[src/rtl/core/rap_pkg.sv]
// Shared types, constants and constant functions of the random arpeggiator note picker.
// No dependencies; every other file in rtl/core refers to this package by scoped names.
package rap_pkg;

	// Defaults of the top-level parameters.
	localparam int MAX_NOTES_DEF = 16;
	localparam int MAX_SCALE_DEF = 64;
	localparam int KNOB_BITS_DEF = 8;

	// Fixed field widths.
	localparam int NOTE_W = 8;
	localparam int CNT_W  = 5;

	// Operation codes carried in a request.
	localparam logic [1:0] OP_TICK       = 2'd0;
	localparam logic [1:0] OP_LOAD_NOTE  = 2'd1;
	localparam logic [1:0] OP_LOAD_SCALE = 2'd2;

	// Configuration register indexes.
	localparam logic [2:0] CFG_TEMPO_INC  = 3'd0;
	localparam logic [2:0] CFG_NOTE_COUNT = 3'd1;
	localparam logic [2:0] CFG_SCALE_CNT  = 3'd2;
	localparam logic [2:0] CFG_OCT_THRESH = 3'd3;
	localparam logic [2:0] CFG_PITCH_KNOB = 3'd4;

	// Reset values.
	localparam logic [31:0] TEMPO_INC_RST  = 32'd178957;
	localparam logic [7:0]  PITCH_KNOB_RST = 8'd128;
	localparam logic [31:0] RAND_SEED      = 32'h1234_5678;

	// Largest octave shift of the transpose factor.
	localparam logic [2:0] OCT_SHIFT_MAX = 3'd4;

	typedef struct packed {
		logic [1:0]  op;
		logic [5:0]  slot;
		logic [31:0] load_value;
	} rap_item_t;

	typedef struct packed {
		logic [31:0] frequency;
		logic        octave_up;
		logic        led_on;
	} rap_result_t;

	// Status of the transpose factor unit.
	typedef struct packed {
		logic        busy;
		logic [2:0]  shift_n;
		logic [31:0] mult;
	} rap_gain_t;

	typedef logic [15:0][31:0] rap_root_tab_t;

	function automatic logic [31:0] rap_xorshift(input logic [31:0] x_in);
		logic [31:0] x;
		x = x_in;
		x = x ^ (x << 13);
		x = x ^ (x >> 17);
		x = x ^ (x << 5);
		return x;
	endfunction

	// Floor square root, evaluated at elaboration only.
	function automatic logic [63:0] rap_isqrt(input logic [63:0] v_in);
		logic [63:0] v;
		logic [63:0] r;
		logic [63:0] b;
		v = v_in;
		r = '0;
		b = 64'h4000_0000_0000_0000;
		for (int k = 0; k < 32; k++) begin
			if (b > v) begin
				b = b >> 2;
			end
		end
		for (int k = 0; k < 32; k++) begin
			if (b != '0) begin
				if (v >= r + b) begin
					v = v - (r + b);
					r = (r >> 1) + b;
				end else begin
					r = r >> 1;
				end
				b = b >> 2;
			end
		end
		return r;
	endfunction

	// Entry i holds 2^(2^-(i+1)) in Q2.30, each root taken from the one before.
	function automatic rap_root_tab_t rap_root_table();
		rap_root_tab_t tab;
		logic [63:0] c;
		c = rap_isqrt(64'h2000_0000_0000_0000);
		for (int i = 0; i < 16; i++) begin
			tab[i] = c[31:0];
			c = rap_isqrt(c << 30);
		end
		return tab;
	endfunction

endpackage

[src/rtl/core/rap_gain.sv]
// Transpose factor unit: turns the pitch knob into a Q2.30 multiplier and an octave shift.
// Reciprocal multiplication divides by the knob range, then sixteen root multiplies. Uses rap_pkg.
module rap_gain #(
	parameter int KNOB_BITS = rap_pkg::KNOB_BITS_DEF
) (
	input  logic               clk,
	input  logic               arst_n,
	input  logic               go,
	input  logic [7:0]         knob,
	output rap_pkg::rap_gain_t gain
);

	localparam int DW     = KNOB_BITS + 18;
	localparam int KMAX_I = (1 << KNOB_BITS) - 1;
	// The reciprocal is rounded up with a shift of DW + KNOB_BITS, which makes the quotient
	// exact for every dividend below 2^DW.
	localparam int RS     = DW + KNOB_BITS;
	localparam logic [DW:0] RECIP =
		(DW + 1)'(((64'd1 << RS) + 64'(KMAX_I - 1)) / 64'(KMAX_I));
	localparam logic [17:0] HALF = 18'(KMAX_I / 2);
	localparam rap_pkg::rap_root_tab_t ROOT_C = rap_pkg::rap_root_table();

	localparam logic [1:0] G_DONE = 2'd0;
	localparam logic [1:0] G_DIV  = 2'd1;
	localparam logic [1:0] G_MUL  = 2'd2;

	logic [1:0]           st_q;
	logic [3:0]           step_q;
	logic [DW-1:0]        dq_q;
	logic [31:0]          mult_q;

	logic [2*DW:0]        qprod;
	logic [63:0]          prod;
	logic [15:0]          frac;
	logic [2:0]           oct;

	assign qprod = (2 * DW + 1)'(dq_q) * (2 * DW + 1)'(RECIP);
	assign prod  = 64'(mult_q) * 64'(ROOT_C[step_q]);
	assign frac  = dq_q[15:0];
	assign oct   = (dq_q[18:16] > rap_pkg::OCT_SHIFT_MAX) ? rap_pkg::OCT_SHIFT_MAX : dq_q[18:16];

	always_ff @(posedge clk or negedge arst_n) begin
		if (!arst_n) begin
			st_q   <= G_DONE;
			step_q <= '0;
		end else if (go) begin
			st_q <= G_DIV;
		end else begin
			case (st_q)
				G_DIV: begin
					st_q   <= G_MUL;
					step_q <= '0;
				end
				G_MUL: begin
					if (step_q == 4'd15) begin
						st_q <= G_DONE;
					end else begin
						step_q <= step_q + 4'd1;
					end
				end
				default: begin
					st_q <= G_DONE;
				end
			endcase
		end
	end

	// The dividend is replaced by its quotient, which then holds the shift and the fraction.
	always_ff @(posedge clk) begin
		if (go) begin
			dq_q <= {KNOB_BITS'(knob), HALF};
		end else if (st_q == G_DIV) begin
			dq_q   <= DW'(qprod[2*DW:RS]);
			mult_q <= 32'h4000_0000;
		end else if (st_q == G_MUL) begin
			if (frac[4'd15 - step_q]) begin
				mult_q <= prod[61:30];
			end
		end
	end

	assign gain.busy    = go || (st_q != G_DONE);
	assign gain.shift_n = oct;
	assign gain.mult    = mult_q;

endmodule

[config.mk]
export PLATFORM = sky130hd
export DESIGN_NAME = rap_gain
export DESIGN_NICKNAME = d
export VERILOG_FILES = /design/src/rtl/core/rap_pkg.sv /design/src/rtl/core/rap_gain.sv
export SDC_FILE = /design/constraint.sdc
export NUM_CORES = 2
export LEC_CHECK = 0
export BUFFER_PORTS_ARGS = -buffer_cell sky130_fd_sc_hd__buf_2
export CAP_MARGIN = 40
export CORE_MARGIN = 3
export CORE_UTILIZATION = 45
export DETAILED_ROUTE_END_ITERATION = 7
export GPL_TIMING_DRIVEN = 0
export PLACE_DENSITY = 0.63
export SLEW_MARGIN = 10
export SYNTH_ARGS = -nofsm -noshare
export SYNTH_HDL_FRONTEND = slang
export SYNTH_SLANG_ARGS = --single-unit
[constraint.sdc]
create_clock -name clk -period 22.6 [get_ports clk]
set_input_delay 4.52 -clock clk [delete_from_list [all_inputs] [get_ports clk]]
set_output_delay 4.52 -clock clk [all_outputs]
set_load 0.01 [all_outputs]
==> impl_metrics.env <==
export IMPL_outcome="completed"
export IMPL_cts_buffer_depth=2
export IMPL_worst_path_max_delay_cell="a21oi_1"
export IMPL_via_per_inst=5.49
export IMPL_cts_resized=0
export IMPL_seqCellArea_um2=1710
export IMPL_worstMarginPinSlew_ns=1.03
export IMPL_worstPathRequired_ns=22.74
export IMPL_start_util_pct=45.8
export IMPL_drt_wl_total_um=136000
export IMPL_crit_arrival_ns=12.11
export IMPL_synth_edf_count=40
export IMPL_gp_congestion=1.01
export IMPL_relSlewSlack_pct=31.1
export IMPL_antenna_found_initial=14
export IMPL_drtIter0Drc=2823
export IMPL_dp_hpwl_um=114000
export IMPL_grt_pass1_wl_um=203000
export IMPL_skew_ns=0.0232
export IMPL_synth_top_area_share_pct=45.2
export IMPL_ys_flop_type="edfxtp_1"
export IMPL_wire_per_inst_um=24.8
export IMPL_ys_seq_area_share_pct=4.44
export IMPL_hold_viol=0
export IMPL_syn_nets=5563
export IMPL_period_needed_ns=11.97
export IMPL_fillers=8072
export IMPL_layout_area_overhead_vs_synth_pct=7.01
export IMPL_async_flop_share_pct=9.38
export IMPL_clkTransAtPathRegs_ns=0.08
export IMPL_tns_ns=0
export IMPL_h_tree_depth=3
export IMPL_die_w_um=299
export IMPL_fp_row_count=106
export IMPL_die_area_um2=89300
export IMPL_numPortBuffers=45
export IMPL_yosysUniqueCellTypes=88
export IMPL_multi_input_area_um2=32300
export IMPL_core_area_um2=84200
export IMPL_end_kind="register"
export IMPL_rsz0062_at_grt="false"
export IMPL_path_common_cell="fa_1"
export IMPL_slew_viol_final=0
export IMPL_slowest_delay_ns=0.74
export IMPL_clock_sinks=64
export IMPL_syn_area_um2=38600
export IMPL_root_buffer="clkbuf_16"
export IMPL_ys_seq_elements=64
export IMPL_cap_violations=0
export IMPL_critPathMaxFanout=10
export IMPL_avgSynthCellArea_um2=9.15
export IMPL_max_freq_mhz=83.5
export IMPL_clock_latency_ns=0.41
export IMPL_groute_usage_overall_pct=31.1
export IMPL_cts_tree="built"
export IMPL_synth_top_cell_by_area="fa_1"
export IMPL_grt_remaining_overflow=0
export IMPL_min_path_type="register to register"
export IMPL_ant_nets=0
export IMPL_io_pins=47
export IMPL_ys_warn_count=0
export IMPL_drc=0
export IMPL_synth_area_leaders="fa_1 45%, ha_1 15%, inv_1 9.7%, and2_1 8.7%, nand2_1 4.5%"
export IMPL_hold_buffers=0
export IMPL_fin_nets=5677
export IMPL_vias=30080
export IMPL_first_pass_iters=6
export IMPL_grt_pass1_vias=31809
export IMPL_postCtsSetupBuffers=0
export IMPL_critical_path_class="register to register"
export IMPL_fin_crit_sh_pct=53.0
export IMPL_die_y_um=299
export IMPL_grt_max_degree=19
export IMPL_crit_path_start_kind="register"
export IMPL_drive_gt1_share_pct=3.53
export IMPL_numCtsBuffers=9
export IMPL_synthCells=4215
export IMPL_finalSetupViolations=0
## kinds of logic (layout without fill, tap and decap cells)
family | after synthesis | in the layout | synth area share, %
buf+inv | 1214 | 1333 | 11.8
flops | 64 | 64 | 4.44
mux | 15 | 15 | 0.542
simple gates | 1211 | 1211 | 16.1
compound gates | 330 | 330 | 5.77
fa+ha+maj | 1337 | 1337 | 60.3
other cells | 0 | 11 | 0
xor+xnor | 44 | 44 | 0.999
## per-layer routing
| layer | GRT usage, % | share of wire, % |
|---|---|---|
| met5 | 0 | 0.0096 |
| met4 | 20.4 | 8.1 |
| met3 | 7.53 | 10 |
| met2 | 47.2 | 43 |
| met1 | 39.9 | 39 |
## path summary, 6_finish.rpt
path | startpoint | cells past startpoint | slack [ns] | endpoint
max | step_q[0] | 30 | 10.63 | mult_q[31]
min in group asynchronous | arst_n | 1 | 3.93 | step_q[2]
max in group asynchronous | arst_n | 1 | 18.51 | step_q[0]
min | st_q[1] | 2 | 0.57 | st_q[1]
min reg2reg | st_q[1] | 2 | 0.57 | st_q[1]
max reg2reg | step_q[0] | 30 | 10.63 | mult_q[31]
## cell usage in the layout, fill, tap and decap left out, types with 6 or more instances in the layout
| cell type | count |
|---|---|
| mux2i_1 | 7 |
| o21bai_1 | 12 |
| nand3_1 | 25 |
| a21oi_1 | 99 |
| o21ai_0 | 51 |
| a211oi_1 | 14 |
| nor2b_1 | 19 |
| buf_2 | 53 |
| xor2_1 | 21 |
| clkbuf_16 | 11 |
| edfxtp_1 | 40 |
| dfrtp_1 | 6 |
| diode_2 | 11 |
| o31ai_1 | 6 |
| dfxtp_1 | 18 |
| buf_6 | 30 |
| nand2_1 | 461 |
| o21a_1 | 8 |
| ha_1 | 467 |
| buf_8 | 17 |
| a21o_1 | 49 |
| clkbuf_1 | 209 |
| xnor2_1 | 23 |
| inv_1 | 998 |
| a211o_1 | 9 |
| nand2b_1 | 9 |
| and2_1 | 537 |
| nor2_1 | 84 |
| and3_1 | 17 |
| fa_1 | 870 |
| o21ai_1 | 6 |
| nor3_1 | 10 |
| a31oi_1 | 14 |
| nand4_1 | 18 |
## cells in the mapped netlist, types with 5 or more instances
master and instances:
a211o_1 9, edfxtp_1 40, xor2_1 21, and3_1 17
dfxtp_1 18, xnor2_1 23, o211ai_1 5, mux2i_1 7
a21oi_1 99, inv_1 998, nand2b_1 9, nor2_1 85
nor3_1 12, dfrtp_1 6, o31ai_1 6, nand4_1 18
a21o_1 49, ha_1 467, and2_1 537, o21a_1 8
o31a_1 5, or3_1 5, nand2_1 461, a31oi_1 14
clkbuf_1 209, nor2b_1 19, a211oi_1 14, fa_1 870
o21bai_1 12, nand3_1 25, o21ai_0 53
## critical path, delay by kind of cell, from the launching register on
family / cells / cell delay, ns
AND/OR/NAND/NOR: 7 / 2.43
multiplexers: 1 / 0.37
flip-flops: 1 / 0.44
buffers and inverters: 6 / 1.53
AO/OA/AOI/OAI: 6 / 2.06
adder cells (fa/ha/maj): 10 / 4.87
## registers in the layout, indices dropped and copies added (netlist names)
register / count
mult_q: 32
dq_q: 26
step_q: 4
st_q: 2
## layout make-up
cell class	instances	share of cell area, %
multi-input cells	2937	78.3
inverters	1000	9.10
flip-flops and latches	64	4.15
well taps	1134	3.44
repair buffers	103	2.18
plain buffers	214	1.95
clock buffers	11	0.667
clock inverters	5	0.158
diodes	11	0.0667
## per-stage QoR
step	hold slack [ns]	setup slack, ns	util, %	area [um2]	instances
finish	0.573	10.63	49.0	41300	5479
global placement	0.554	9.98	47.7	40200	5394
detailed placement	0.557	10.81	48.5	40900	5450
global route	0.598	10.30	49.0	41200	5471
CTS	0.570	10.77	48.9	41200	5466
floorplan	0.519	12.94	-	38600	4215
Power is left out: the tool's default activity adds up to more than one toggle a clock period on the data nets, which glitch-free logic cannot reach.
