--- src/rtl/core/rap_pkg.sv ---
// Shared types, constants and constant functions of the random arpeggiator note picker.
// No dependencies; every other file in rtl/core refers to this package by scoped names.
package rap_pkg;

	// Defaults of the top-level parameters.
	localparam int MAX_NOTES_DEF = 16;
	localparam int MAX_SCALE_DEF = 64;
	localparam int KNOB_BITS_DEF = 8;

	// Fixed field widths.
	localparam int NOTE_W = 8;
	localparam int CNT_W  = 5;

	// Operation codes carried in a request.
	localparam logic [1:0] OP_TICK       = 2'd0;
	localparam logic [1:0] OP_LOAD_NOTE  = 2'd1;
	localparam logic [1:0] OP_LOAD_SCALE = 2'd2;

	// Configuration register indexes.
	localparam logic [2:0] CFG_TEMPO_INC  = 3'd0;
	localparam logic [2:0] CFG_NOTE_COUNT = 3'd1;
	localparam logic [2:0] CFG_SCALE_CNT  = 3'd2;
	localparam logic [2:0] CFG_OCT_THRESH = 3'd3;
	localparam logic [2:0] CFG_PITCH_KNOB = 3'd4;

	// Reset values.
	localparam logic [31:0] TEMPO_INC_RST  = 32'd178957;
	localparam logic [7:0]  PITCH_KNOB_RST = 8'd128;
	localparam logic [31:0] RAND_SEED      = 32'h1234_5678;

	// Largest octave shift of the transpose factor.
	localparam logic [2:0] OCT_SHIFT_MAX = 3'd4;

	typedef struct packed {
		logic [1:0]  op;
		logic [5:0]  slot;
		logic [31:0] load_value;
	} rap_item_t;

	typedef struct packed {
		logic [31:0] frequency;
		logic        octave_up;
		logic        led_on;
	} rap_result_t;

	// Status of the transpose factor unit.
	typedef struct packed {
		logic        busy;
		logic [2:0]  shift_n;
		logic [31:0] mult;
	} rap_gain_t;

	typedef logic [15:0][31:0] rap_root_tab_t;

	function automatic logic [31:0] rap_xorshift(input logic [31:0] x_in);
		logic [31:0] x;
		x = x_in;
		x = x ^ (x << 13);
		x = x ^ (x >> 17);
		x = x ^ (x << 5);
		return x;
	endfunction

	// Floor square root, evaluated at elaboration only.
	function automatic logic [63:0] rap_isqrt(input logic [63:0] v_in);
		logic [63:0] v;
		logic [63:0] r;
		logic [63:0] b;
		v = v_in;
		r = '0;
		b = 64'h4000_0000_0000_0000;
		for (int k = 0; k < 32; k++) begin
			if (b > v) begin
				b = b >> 2;
			end
		end
		for (int k = 0; k < 32; k++) begin
			if (b != '0) begin
				if (v >= r + b) begin
					v = v - (r + b);
					r = (r >> 1) + b;
				end else begin
					r = r >> 1;
				end
				b = b >> 2;
			end
		end
		return r;
	endfunction

	// Entry i holds 2^(2^-(i+1)) in Q2.30, each root taken from the one before.
	function automatic rap_root_tab_t rap_root_table();
		rap_root_tab_t tab;
		logic [63:0] c;
		c = rap_isqrt(64'h2000_0000_0000_0000);
		for (int i = 0; i < 16; i++) begin
			tab[i] = c[31:0];
			c = rap_isqrt(c << 30);
		end
		return tab;
	endfunction

endpackage

--- src/rtl/core/rap_mod.sv ---
// Remainder unit: 32-bit value modulo a small divisor, four quotient bits per cycle.
// Uses rap_pkg.
module rap_mod (
	input  logic                       clk,
	input  logic                       arst_n,
	input  logic                       start,
	input  logic [31:0]                value,
	input  logic [rap_pkg::CNT_W-1:0]  divisor,
	output logic                       busy,
	output logic [rap_pkg::CNT_W-1:0]  rem
);

	logic [31:0]               val_q;
	logic [rap_pkg::CNT_W-1:0] rem_q;
	logic [rap_pkg::CNT_W-1:0] div_q;
	logic [2:0]                cnt_q;
	logic                      busy_q;

	logic [31:0]               v_nx;
	logic [rap_pkg::CNT_W-1:0] r_nx;
	logic [rap_pkg::CNT_W:0]   t;

	// Four restoring steps; the remainder always stays below the divisor.
	always_comb begin
		r_nx = rem_q;
		v_nx = val_q;
		t    = '0;
		for (int j = 0; j < 4; j++) begin
			t = {r_nx, v_nx[31]};
			if (t >= {1'b0, div_q}) begin
				r_nx = rap_pkg::CNT_W'(t - {1'b0, div_q});
			end else begin
				r_nx = t[rap_pkg::CNT_W-1:0];
			end
			v_nx = v_nx << 1;
		end
	end

	always_ff @(posedge clk or negedge arst_n) begin
		if (!arst_n) begin
			busy_q <= 1'b0;
			cnt_q  <= '0;
		end else if (start) begin
			busy_q <= 1'b1;
			cnt_q  <= 3'd7;
		end else if (busy_q) begin
			cnt_q <= cnt_q - 3'd1;
			if (cnt_q == 3'd0) begin
				busy_q <= 1'b0;
			end
		end
	end

	always_ff @(posedge clk) begin
		if (start) begin
			val_q <= value;
			rem_q <= '0;
			div_q <= divisor;
		end else if (busy_q) begin
			val_q <= v_nx;
			rem_q <= r_nx;
		end
	end

	assign busy = busy_q;
	assign rem  = rem_q;

endmodule

--- config.mk ---
export PLATFORM = sky130hd
export DESIGN_NAME = rap_mod
export DESIGN_NICKNAME = d
export VERILOG_FILES = /design/src/rtl/core/rap_pkg.sv /design/src/rtl/core/rap_mod.sv
export SDC_FILE = /design/constraint.sdc
export NUM_CORES = 1
export LEC_CHECK = 0
export ABC_AREA = 0
export BUFFER_PORTS_ARGS = -buffer_cell sky130_fd_sc_hd__buf_2
export CORE_MARGIN = 1.5
export CORE_UTILIZATION = 55
export CTS_CLUSTER_SIZE = 28
export DETAILED_ROUTE_END_ITERATION = 8
export PLACE_DENSITY_LB_ADDON = 0.3
export RECOVER_POWER = 100
export SLEW_MARGIN = 20
export SYNTH_ARGS = -nofsm -noshare
export SYNTH_HDL_FRONTEND = slang
export SYNTH_SLANG_ARGS = --single-unit
export TNS_END_PERCENT = 50
--- constraint.sdc ---
create_clock -name clk -period 17.6 [get_ports clk]
set_input_delay 0 -clock clk [delete_from_list [all_inputs] [get_ports clk]]
set_output_delay 0 -clock clk [all_outputs]
set_load 0.005 [all_outputs]
==> reports/summary.log, run 1 <==
INFO  outcome        status=finished with violations
INFO  outcome        failed_checks=capacitance limit, slew limit
INFO  sta            timing.final.hold_violations=0
INFO  die            die_width=75.40microns
INFO  clocking       htree_num_levels=2
INFO  die            top_level_ports=46
INFO  synthesis      netlist_top_cells_area=sky130_fd_sc_hd__edfxtp_1 39%, sky130_fd_sc_hd__mux2_2 14%, sky130_fd_sc_hd__ha_1 9.5%, sky130_fd_sc_hd__dfrtp_1 3.5%, sky130_fd_sc_hd__dfxtp_1 3.5%
INFO  sta            timing.fmax=0.1184GHz
INFO  detailed_routing drc_errors=0
INFO  run            timing.max_cap.violations=2
INFO  global_routing grt_first_pass_wirelength=8.832mm
INFO  synthesis      synth_area=2883squm
INFO  clocking       cts_tree=done
INFO  detailed_routing routedWlPerCell=15.33microns
INFO  worst_setup_path required_time_of_the_worst_setup_path=17670ps
INFO  worst_setup_path arrival_worst_endpoint=8520ps
INFO  sta            report.final.slew_viol_count=81
INFO  sta            fin_crit_sh=48.00%
INFO  detailed_routing drt-vias-per-instance=5.351
INFO  synthesis      synth_top_cell_area_share=38.54%
INFO  global_routing antenna_found_initial=0
INFO  sta            setup_tns=0ps
INFO  sta            timing_worst_slew_pin_value=2301ps
INFO  clocking       numClockSinks=46
INFO  finish         fin_nets=362
INFO  sta            final_period_minus_worst_setup_slack=8449ps
INFO  synthesis      yosysWarnings=0
INFO  finish         post_route_cells_drive_above_1_share=27.27%
INFO  sta            slew-limit-headroom=-53.40%
INFO  synthesis      postSynthNetCount=296
INFO  finish         area_delta_synth_final=18.23%
INFO  finish         fillers=404
INFO  placement      hpwlAfterDp=3.985mm
INFO  finish         final_design_area_no_fill=3408squm
INFO  synthesis      syn-instance-count=230
INFO  clocking       cts.reportedPaths.clkPinSlew=90ps
INFO  finish         area_of_the_multi_input_gates=1433squm
INFO  die            core_area=5075squm
INFO  die            num_rows=26
INFO  synthesis      synth_top_area_cell=sky130_fd_sc_hd__edfxtp_1
INFO  finish         regArea=1311squm
INFO  sta            fin_hold_ws=5.647ps
INFO  worst_setup_path crit_path_start_kind=register
INFO  detailed_routing dr.first_iter.drc_count=142
INFO  placement      placed_cell_area=3169squm
INFO  sta            unrepaired_setup_endpoints_after_global_routing=no
INFO  clocking       clk_path_buf_depth=2
INFO  min_path       holdCritPathClass=in2reg
INFO  global_routing grt.overflow.total=0
INFO  sta            finalSetupViolCount=0
INFO  global_routing grt_usage=20.99%
INFO  worst_setup_path cp-end-kind=register
INFO  detailed_routing route.vias.total=1964
INFO  detailed_routing routed_wirelength=5.626mm
INFO  synthesis      synthesized_area_per_cell=12.53squm
INFO  die            fp.dieArea=5684squm
INFO  clocking       tritoncts.num_buffers=5
INFO  synthesis      synth_sequential_area_ratio=45.49%
INFO  global_routing number_of_global_route_vias_before_repair=1921
INFO  synthesis      number_of_flip_flops_and_latches_in_the_synthesized_netlist=46
INFO  clocking       postCtsSetupRepairBufs=0
INFO  clocking       insertion_delay=300ps
INFO  worst_setup_path timing.setup.critical_path_class=reg2reg
INFO  placement      numPortBuffers=45
INFO  sta            fin_skew=8.870ps
INFO  die            start_util=56.80%
INFO  clocking       clk_root_buffer_cell=sky130_fd_sc_hd__clkbuf_8
INFO  detailed_routing drt_pre_antenna_iters=4
INFO  global_routing grt_max_degree=48
INFO  placement      routabilityCongestion=0.8973
INFO  worst_setup_path worst-path-max-fanout=8
INFO  finish         diodes=0
INFO  synthesis      yosysUniqueCellTypes=43
INFO  detailed_routing drt_antenna_net_count=0
INFO  die            die-height=75.40microns
## synthesized netlist by cell type
library cell and count:
sky130_fd_sc_hd__ha_1 22, sky130_fd_sc_hd__mux2_4 1, sky130_fd_sc_hd__nor2b_1 1, sky130_fd_sc_hd__or2_2 1, sky130_fd_sc_hd__or3_1 1, sky130_fd_sc_hd__inv_1 19
sky130_fd_sc_hd__a21o_2 1, sky130_fd_sc_hd__o31ai_1 1, sky130_fd_sc_hd__o22a_1 2, sky130_fd_sc_hd__nor4b_1 2, sky130_fd_sc_hd__a211oi_4 1, sky130_fd_sc_hd__o21ai_0 3
sky130_fd_sc_hd__a21oi_2 1, sky130_fd_sc_hd__and2_1 4, sky130_fd_sc_hd__o22ai_2 1, sky130_fd_sc_hd__o221ai_1 2, sky130_fd_sc_hd__a21o_1 8, sky130_fd_sc_hd__a211o_1 1
sky130_fd_sc_hd__a21oi_1 8, sky130_fd_sc_hd__dfxtp_1 5, sky130_fd_sc_hd__nand2_1 8, sky130_fd_sc_hd__xor2_1 5, sky130_fd_sc_hd__o22ai_1 1, sky130_fd_sc_hd__clkbuf_1 6
sky130_fd_sc_hd__buf_6 1, sky130_fd_sc_hd__o21a_1 1, sky130_fd_sc_hd__nand3b_1 1, sky130_fd_sc_hd__a21oi_4 1, sky130_fd_sc_hd__nor2_1 6, sky130_fd_sc_hd__edfxtp_1 37
sky130_fd_sc_hd__mux2i_1 5, sky130_fd_sc_hd__a41o_1 2, sky130_fd_sc_hd__a311o_1 1, sky130_fd_sc_hd__nor3b_1 4, sky130_fd_sc_hd__nand3_1 4, sky130_fd_sc_hd__a211oi_1 2
sky130_fd_sc_hd__a221oi_4 1, sky130_fd_sc_hd__nor3_1 1, sky130_fd_sc_hd__fa_1 4, sky130_fd_sc_hd__nand2b_1 7, sky130_fd_sc_hd__dfrtp_1 4, sky130_fd_sc_hd__mux2_2 35
sky130_fd_sc_hd__xnor2_1 8
## state kept, by name, indices dropped and copies added, names as in the netlist
signal and flops:
div_q 5, cnt_q 3, busy 1, val_q 32
rem 5
## cells in the final DEF, fill, tap and decap left out, types with 3 or more instances in the layout
| cell type | netlist | layout |
|---|---|---|
| sky130_fd_sc_hd__buf_2 | 0 | 38 |
| sky130_fd_sc_hd__edfxtp_1 | 37 | 37 |
| sky130_fd_sc_hd__mux2_2 | 35 | 33 |
| sky130_fd_sc_hd__ha_1 | 22 | 22 |
| sky130_fd_sc_hd__dlygate4sd3_1 | 0 | 20 |
| sky130_fd_sc_hd__inv_1 | 19 | 19 |
| sky130_fd_sc_hd__a21oi_1 | 8 | 9 |
| sky130_fd_sc_hd__nand2_1 | 8 | 8 |
| sky130_fd_sc_hd__xnor2_1 | 8 | 8 |
| sky130_fd_sc_hd__a21o_1 | 8 | 8 |
| sky130_fd_sc_hd__clkbuf_1 | 6 | 8 |
| sky130_fd_sc_hd__nand2b_1 | 7 | 7 |
| sky130_fd_sc_hd__nor2_1 | 6 | 6 |
| sky130_fd_sc_hd__mux2i_1 | 5 | 5 |
| sky130_fd_sc_hd__xor2_1 | 5 | 5 |
| sky130_fd_sc_hd__clkbuf_8 | 0 | 5 |
| sky130_fd_sc_hd__dfxtp_1 | 5 | 5 |
| sky130_fd_sc_hd__nand3_1 | 4 | 4 |
| sky130_fd_sc_hd__nor3b_1 | 4 | 4 |
| sky130_fd_sc_hd__fa_1 | 4 | 4 |
| sky130_fd_sc_hd__dfrtp_1 | 4 | 4 |
| sky130_fd_sc_hd__a211oi_1 | 2 | 3 |
| sky130_fd_sc_hd__o21ai_0 | 3 | 3 |
## area by class of cell
class | count | share of cell area, %
clock inverter | 3 | 0.4772
inverter | 19 | 2.093
clock buffer | 5 | 2.019
multi-input combinational | 158 | 42.03
timing repair buffer | 66 | 12.33
sequential | 46 | 38.47
tap | 70 | 2.570
## routing by layer
layer	track usage [%]	wire length (microns)
met5	0	0
met2	35.87	2754
met1	26.98	2533
met4	5.556	72
met3	4.894	266
## critical path, stage by stage, from the launching register on
cell and delay, ps:
sky130_fd_sc_hd__edfxtp_1 440, sky130_fd_sc_hd__inv_1 230, sky130_fd_sc_hd__fa_1 500, sky130_fd_sc_hd__a21oi_1 170
sky130_fd_sc_hd__o22ai_2 130, sky130_fd_sc_hd__or3_1 440, sky130_fd_sc_hd__mux2_1 370, sky130_fd_sc_hd__ha_1 340
sky130_fd_sc_hd__a41o_1 260, sky130_fd_sc_hd__o22a_1 160, sky130_fd_sc_hd__a211oi_1 790, sky130_fd_sc_hd__mux2_1 440
sky130_fd_sc_hd__fa_1 430, sky130_fd_sc_hd__nand2b_1 160, sky130_fd_sc_hd__a21oi_1 260, sky130_fd_sc_hd__o22a_1 220
sky130_fd_sc_hd__a211o_1 100, sky130_fd_sc_hd__mux2_4 180, sky130_fd_sc_hd__mux2i_1 380, sky130_fd_sc_hd__ha_1 320
sky130_fd_sc_hd__a21o_1 160, sky130_fd_sc_hd__a21o_1 160, sky130_fd_sc_hd__a21o_1 170, sky130_fd_sc_hd__a21oi_1 130
sky130_fd_sc_hd__o31ai_1 80, sky130_fd_sc_hd__a221oi_1 820, sky130_fd_sc_hd__mux2i_1 290, sky130_fd_sc_hd__a211oi_1 100
## through the flow
step	util [%]	instances	worst slack, ps
final	67.16	367	9151
after global placement	62.45	339	10270
after detailed placement	62.45	339	10100
after CTS	68.07	367	10050
after global routing	67.16	367	8562
after floorplan	-	230	10740
## repair_timing
action | in CTS | in global routing
gates resized for setup | 0 | 0
hold buffers | 20 | 0
endpoints found under the hold margin | 23 | 0
## final timing paths
| kind | startpoint | end | slack, ps | cells past startpoint |
|---|---|---|---|---|
| worst max-delay path | div_q[1] | rem[3] | 9150 | 27 |
| worst min-delay path | value[26] | val_q[26] | 6 | 2 |
| worst max register to register | div_q[1] | rem[3] | 9150 | 27 |
| worst min register to register | cnt_q[1] | cnt_q[1] | 510 | 2 |
| max in group asynchronous | arst_n | cnt_q[2] | 17360 | 2 |
| min in group asynchronous | arst_n | cnt_q[0] | 50 | 2 |
## kinds of logic (layout without fill, tap and decap cells)
| family | Yosys count | in the layout | share of synthesized area [%] |
|---|---|---|---|
| multiplexers | 41 | 41 | 15.93 |
| flip-flops | 46 | 46 | 45.49 |
| AO/OA/AOI/OAI | 38 | 38 | 11.03 |
| AND/OR/NAND/NOR | 40 | 40 | 7.639 |
| buffers and inverters | 26 | 93 | 3.646 |
| adder cells (fa/ha/maj) | 26 | 26 | 12.33 |
| XOR/XNOR | 13 | 13 | 3.950 |
Power of run 1 is not shown: default switching activity piles up to over one toggle a cycle in this logic, so the estimate is an artifact.
==> inputs of run 2 (changes only) <==
Clock period 17.6 ns to 8 ns, I/O delays scaled along.
==> run 2 against run 1 <==
- the flow still finishes with violations (capacitance limit, slew limit)
- first-iteration DRC count shrank 8.5%
- register-to-register slack lost 8700 ps
- final cell count shrank 1.1%
- core utilization shrank 0.074 points
- worst setup slack lost 8700 ps
- largest cell class unchanged
==> reports/summary.log, run 2 (synthesis gave the netlist of run 1 again) <==
INFO  sta            timing.final.hold_violations=0 [unchanged]
INFO  die            start_util=56.80% [unchanged]
INFO  global_routing grt.overflow.total=0 [unchanged]
INFO  global_routing grt_usage=21.29% [+0.30 points]
INFO  finish         area_delta_synth_final=18.10%
INFO  detailed_routing drt-vias-per-instance=5.300 [-0.96%]
INFO  finish         fillers=402 [-0.50%]
INFO  global_routing number_of_global_route_vias_before_repair=1936 [+0.78%]
INFO  finish         post_route_cells_drive_above_1_share=29.01% [+1.7 points]
INFO  die            top_level_ports=46 [unchanged]
INFO  global_routing grt_max_degree=48 [unchanged]
INFO  detailed_routing routedWlPerCell=15.59microns [+1.7%]
INFO  clocking       post_cts.resized_instances=0 [unchanged]
INFO  worst_setup_path cp-end-kind=register
INFO  clocking       htree_num_levels=2 [unchanged]
INFO  run            timing.max_cap.violations=1 [-1]
INFO  detailed_routing drt_pre_antenna_iters=4 [unchanged]
INFO  clocking       insertion_delay=300ps [about the same]
INFO  placement      numPortBuffers=45 [unchanged]
INFO  worst_setup_path arrival_worst_endpoint=7750ps [-770 ps]
INFO  die            fp.dieArea=5684squm [unchanged]
INFO  worst_setup_path critical_path.slowest_cell=sky130_fd_sc_hd__fa_1
INFO  detailed_routing dr.first_iter.drc_count=130 [-8.5%]
INFO  detailed_routing routed_wirelength=5.659mm [+0.59%]
INFO  min_path       holdCritPathClass=in2reg
INFO  global_routing antenna_found_initial=0 [unchanged]
INFO  worst_setup_path critPathLaunch=div_q[1]
INFO  finish         regArea=1311squm [unchanged]
INFO  worst_setup_path rr_startpoint=div_q[1]
INFO  worst_setup_path timing.setup.critical_path_class=reg2reg
INFO  worst_setup_path cp_dominant_cell_by_count=sky130_fd_sc_hd__a21o_1
INFO  sta            fin_skew=12.06ps [+3.188 ps]
INFO  detailed_routing drt_antenna_net_count=0 [unchanged]
INFO  finish         most-common-layout-cells=37 x sky130_fd_sc_hd__edfxtp_1, 37 x sky130_fd_sc_hd__buf_2, 34 x sky130_fd_sc_hd__mux2_2
INFO  clocking       cts.reportedPaths.clkPinSlew=90ps [about the same]
INFO  sta            finalSetupViolCount=0 [unchanged]
INFO  finish         diodes=0 [unchanged]
INFO  finish         regMostFlops=val_q
INFO  clocking       postCtsSetupRepairBufs=0 [unchanged]
INFO  die            die_width=75.40microns [unchanged]
INFO  sta            final_period_minus_worst_setup_slack=7564ps [-885.3 ps]
INFO  clocking       cts_tree=done
INFO  clocking       clk_path_buf_depth=2 [unchanged]
INFO  min_path       holdCritStartpoint=value[16]
INFO  global_routing grt_first_pass_wirelength=8.928mm [+1.1%]
INFO  clocking       tritoncts.num_buffers=5 [unchanged]
INFO  clocking       ctsHoldBuffers=16 [-20%]
INFO  placement      hpwlAfterDp=3.987mm [about the same]
INFO  sta            unrepaired_setup_endpoints_after_global_routing=no
INFO  sta            fin_crit_sh=94.54% [+47 points]
INFO  finish         layout.core_utilization=67.09% [-0.074 points]
INFO  sta            setup_ws=436.5ps [-8715 ps]
INFO  sta            slew-limit-headroom=-47.75% [+5.7 points]
INFO  finish         largest_register_ff_count=32 [unchanged]
INFO  sta            timing_worst_slew_pin_value=2216ps [-84.80 ps]
INFO  detailed_routing route.vias.total=1924 [-2.0%]
INFO  clocking       numClockSinks=46 [unchanged]
INFO  finish         fin_nets=358 [-1.1%]
INFO  worst_setup_path crit_path_start_kind=register
INFO  sta            report.final.slew_viol_count=33 [-59%]
INFO  finish         area_of_the_multi_input_gates=1466squm [+2.4%]
INFO  clocking       clk_root_buffer_cell=sky130_fd_sc_hd__clkbuf_8
INFO  worst_setup_path crit_path_max_cell_delay=510ps [-310 ps]
INFO  die            core_area=5075squm [unchanged]
INFO  detailed_routing drc_errors=0 [unchanged]
INFO  sta            timing.fmax=0.1322GHz [+12%]
INFO  worst_setup_path required_time_of_the_worst_setup_path=8180ps [-9490 ps]
INFO  outcome        failed_checks=capacitance limit, slew limit
INFO  die            die-height=75.40microns [unchanged]
INFO  outcome        status=finished with violations
INFO  sta            setup_tns=0ps [unchanged]
INFO  worst_setup_path worst-path-max-fanout=8 [unchanged]
INFO  placement      routabilityCongestion=0.8974 [about the same]
INFO  die            num_rows=26 [unchanged]
INFO  finish         layoutNonFillerInstCount=363 [-1.1%]
INFO  placement      place_worst_setup_slack=498.3ps [-9604 ps]
INFO  placement      placedCellCount=339 [unchanged]
-- run 2: area by class of cell --
| class | count | share of cell area, % |
|---|---|---|
| Multi-Input combinational cell | 158 | 43.07 |
| Timing Repair Buffer | 62 | 11.25 |
| Tap cell | 70 | 2.573 |
| Sequential cell | 46 | 38.52 |
| Clock buffer | 5 | 2.021 |
| Inverter | 19 | 2.095 |
| Clock inverter | 3 | 0.4778 |
-- run 2: layer usage --
layer  wire (microns)  GRT usage, %  vias up
li1                 -             -      968
met3              217         4.233        4
met1             2573         27.65      909
met2             2831         37.04       43
met5                0             0        -
met4               37         4.762        0
-- run 2: per-stage QoR --
stage | hold slack [ps] | cell area, sq um
floorplan | -295.6 | 2883
global placement | -190.3 | 3169
detailed placement | -190.2 | 3169
CTS | 0.5562 | 3415
global route | 3.376 | 3405
finish | 3.060 | 3405
-- run 2: worst max-delay path, delay by kind of cell, from the launching register on --
family          cells  cell delay [ps]
compound gates     14             3010
flops               1              450
simple gates        4              830
fa+ha+maj           4             1580
buf+inv             1              220
mux                 4             1340
-- run 2: path summary, 6_finish.rpt --
check                       endpoint  slack [ps]  depth (start not counted)
setup reg to reg              rem[0]         440                         27
hold reg to reg             cnt_q[1]         510                          2
setup / recovery              rem[0]         440                         27
hold / removal             val_q[16]           3                          2
min in group asynchronous   cnt_q[0]          50                          2
max in group asynchronous   cnt_q[2]        7770                          2
Power of run 2 is left out for the same reason.
==> inputs of run 3 (changes only) <==
Settings changed: CORE_ASPECT_RATIO set to 0.9.
==> run 3 against run 2 <==
- final cell count is 1.9% higher
- worst setup slack better by 0.59 ps
- the flow still finishes with violations (capacitance limit, slew limit)
- count of clock-buffer cells in the layout is 3 higher
- routed wire length is 2.9% higher
- sequential cell count stayed put
- fmax hardly changed
- non-clock buffer count is 12 higher
- global-route usage is 1.0 points higher
==> reports/summary.log, run 3 (synthesis gave the netlist of run 1 again) <==
INFO  clocking       clk_path_buf_depth=2 [unchanged]
INFO  die            fp.dieArea=5685squm [about the same]
INFO  global_routing grt_max_degree=48 [unchanged]
INFO  global_routing grt_util_met1=29.30% [+1.7 points]
INFO  die            die-height=71.68microns [-4.9%]
INFO  worst_setup_path cp-end-kind=register
INFO  clocking       cts.reportedPaths.clkPinSlew=90ps [about the same]
INFO  placement      routabilityCongestion=0.9227 [+2.8%]
INFO  outcome        failed_checks=capacitance limit, slew limit
INFO  detailed_routing routedWlPerCell=15.74microns [+0.97%]
INFO  run            timing.max_cap.violations=2 [+1]
INFO  detailed_routing drt_pre_antenna_iters=4 [unchanged]
INFO  finish         post_route_cells_drive_above_1_share=30.82% [+1.8 points]
INFO  detailed_routing drt_antenna_net_count=0 [unchanged]
INFO  finish         diodes=0 [unchanged]
INFO  sta            slew-limit-headroom=-45.60% [+2.1 points]
INFO  sta            report.final.slew_viol_count=81 [+150%]
INFO  global_routing antenna_found_initial=0 [unchanged]
INFO  finish         fillers=349 [-13%]
INFO  die            num_rows=24 [-7.7%]
INFO  detailed_routing routed_wirelength=5.824mm [+2.9%]
INFO  placement      hpwlAfterDp=4.098mm [+2.8%]
INFO  global_routing grt-busiest-layer=met2
INFO  worst_setup_path rr_startpoint=div_q[1]
INFO  outcome        status=finished with violations
INFO  sta            timing_worst_slew_pin_value=2184ps [-32.17 ps]
INFO  finish         layout.core_utilization=71.59% [+4.5 points]
INFO  die            die_width=79.32microns [+5.2%]
INFO  sta            unrepaired_setup_endpoints_after_global_routing=no
INFO  min_path       holdCritStartpoint=value[28]
INFO  worst_setup_path reg2reg_setup_slack=440ps [about the same]
INFO  detailed_routing drc_errors=0 [unchanged]
INFO  finish         layout.cells.most_common=sky130_fd_sc_hd__buf_2
INFO  finish         largest_register_ff_count=32 [unchanged]
INFO  worst_setup_path crit_path_max_cell_delay=490ps [-20 ps]
INFO  finish         fin_nets=370 [+3.4%]
INFO  clocking       numClockSinks=46 [unchanged]
INFO  worst_setup_path arrival_worst_endpoint=7650ps [-100 ps]
INFO  worst_setup_path crit_path_start_kind=register
INFO  die            top_level_ports=46 [unchanged]
INFO  finish         most-common-layout-cells=43 x sky130_fd_sc_hd__buf_2, 37 x sky130_fd_sc_hd__edfxtp_1, 34 x sky130_fd_sc_hd__mux2_2
INFO  sta            setup_tns=0ps [unchanged]
INFO  detailed_routing drt-vias-per-instance=5.400 [+1.9%]
INFO  worst_setup_path worst-path-max-fanout=8 [unchanged]
INFO  global_routing number_of_global_route_vias_before_repair=2102 [+8.6%]
INFO  min_path       worst_hold_path.num_cells=2 [unchanged]
INFO  placement      numPortBuffers=45 [unchanged]
INFO  detailed_routing route.vias.total=1998 [+3.8%]
INFO  worst_setup_path cp_dominant_cell_by_count=sky130_fd_sc_hd__a21o_1
INFO  worst_setup_path critical_path.slowest_cell=sky130_fd_sc_hd__fa_1
INFO  clocking       cts_tree=done
INFO  sta            fin_skew=7.929ps [-4.129 ps]
INFO  worst_setup_path reg2regPathDepth=28 [+3.7%]
INFO  min_path       holdCritPathClass=in2reg
INFO  global_routing grt_util_met2=37.32% [+0.28 points]
INFO  clocking       insertion_delay=300ps [about the same]
INFO  die            core_area=4955squm [-2.4%]
INFO  sta            timing.final.hold_violations=0 [unchanged]
INFO  min_path       hold_path_end=val_q[28]
INFO  worst_setup_path reg2reg_capture_point=rem[3]
INFO  clocking       clk_root_buffer_cell=sky130_fd_sc_hd__clkbuf_8
INFO  clocking       htree_num_levels=2 [unchanged]
INFO  worst_setup_path worst-path-buf-inv=2 [+1]
INFO  clocking       tritoncts.num_buffers=5 [unchanged]
INFO  sta            final_period_minus_worst_setup_slack=7563ps [-0.5880 ps]
INFO  sta            fin_crit_sh=94.54% [about the same]
INFO  die            start_util=58.18% [+1.4 points]
INFO  worst_setup_path required_time_of_the_worst_setup_path=8090ps [-90 ps]
INFO  sta            finalSetupViolCount=0 [unchanged]
INFO  finish         regMostFlops=val_q
INFO  worst_setup_path critical-path-top-delay-family=compound AO/OA/AOI/OAI gates
INFO  detailed_routing dr.first_iter.drc_count=174 [+34%]
INFO  global_routing grt.overflow.total=0 [unchanged]
INFO  global_routing met3_layer_usage_reported_by_global_route=5.605% [+1.4 points]
INFO  global_routing grt_usage=22.29% [+1.0 points]
INFO  finish         area_delta_synth_final=23.05%
INFO  sta            timing.fmax=0.1322GHz [about the same]
INFO  global_routing grt_first_pass_wirelength=9.515mm [+6.6%]
INFO  worst_setup_path timing.setup.critical_path_class=reg2reg
==> run 3: cell count changes in the layout (fill, tap and decap cells not counted), sizes merged <==
cell and delta:
buf +7, clkbuf -2, clkinv -3, dlygate4sd3 +10
==> run 3: final cells by class <==
type / count / area, sq um / area share, %
Sequential cell: 46 / 1311 / 36.97
Clock buffer: 8 / 111.4 / 3.139
Multi-Input combinational cell: 158 / 1470 / 41.45
Tap cell: 65 / 81.33 / 2.293
Timing Repair Buffer: 74 / 501.7 / 14.14
Inverter: 19 / 71.32 / 2.011
==> run 3: timing repair <==
| action | 4_1_cts | 5_1_grt |
|---|---|---|
| setup endpoints to repair | 0 | 3 |
| gates resized for setup | 0 | 1 |
| setup buffers | 0 | 2 |
| hold endpoints to repair | 27 | 2 |
| hold buffers | 24 | 2 |
==> run 3: routing by layer <==
metal  part of all wire (%)  vias to the layer above
li1                       -                      993
met1                     46                      946
met2                     49                       57
met3                    5.4                        2
met4                   0.43                        0
met5                      0                        -
==> run 3: worst max-delay path by stage <==
stage / cells past startpoint / from / endpoint / slack [ps]
after CTS: 27 / div_q[1] / rem[0] / 370
after global placement: 26 / div_q[1] / rem[0] / 670
after global routing: 27 / div_q[1] / rem[3] / 60
after floorplan: 28 / div_q[1] / rem[0] / 1140
after detailed placement: 27 / div_q[1] / rem[0] / 410
final: 28 / div_q[1] / rem[3] / 440
==> run 3: stage by stage <==
| stage | worst slack, ps | hold WS [ps] | cells | instance area (sq um) |
|---|---|---|---|---|
| after floorplan | 1138 | -295.6 | 230 | 2883 |
| after global placement | 667.4 | -190.8 | 334 | 3163 |
| after detailed placement | 410.2 | -189.8 | 334 | 3163 |
| after CTS | 368.3 | 0.1623 | 366 | 3515 |
| after global routing | 61.52 | 7.400 | 370 | 3547 |
| final | 437.0 | 6.508 | 370 | 3547 |
Power of run 3 is left out for the same reason.
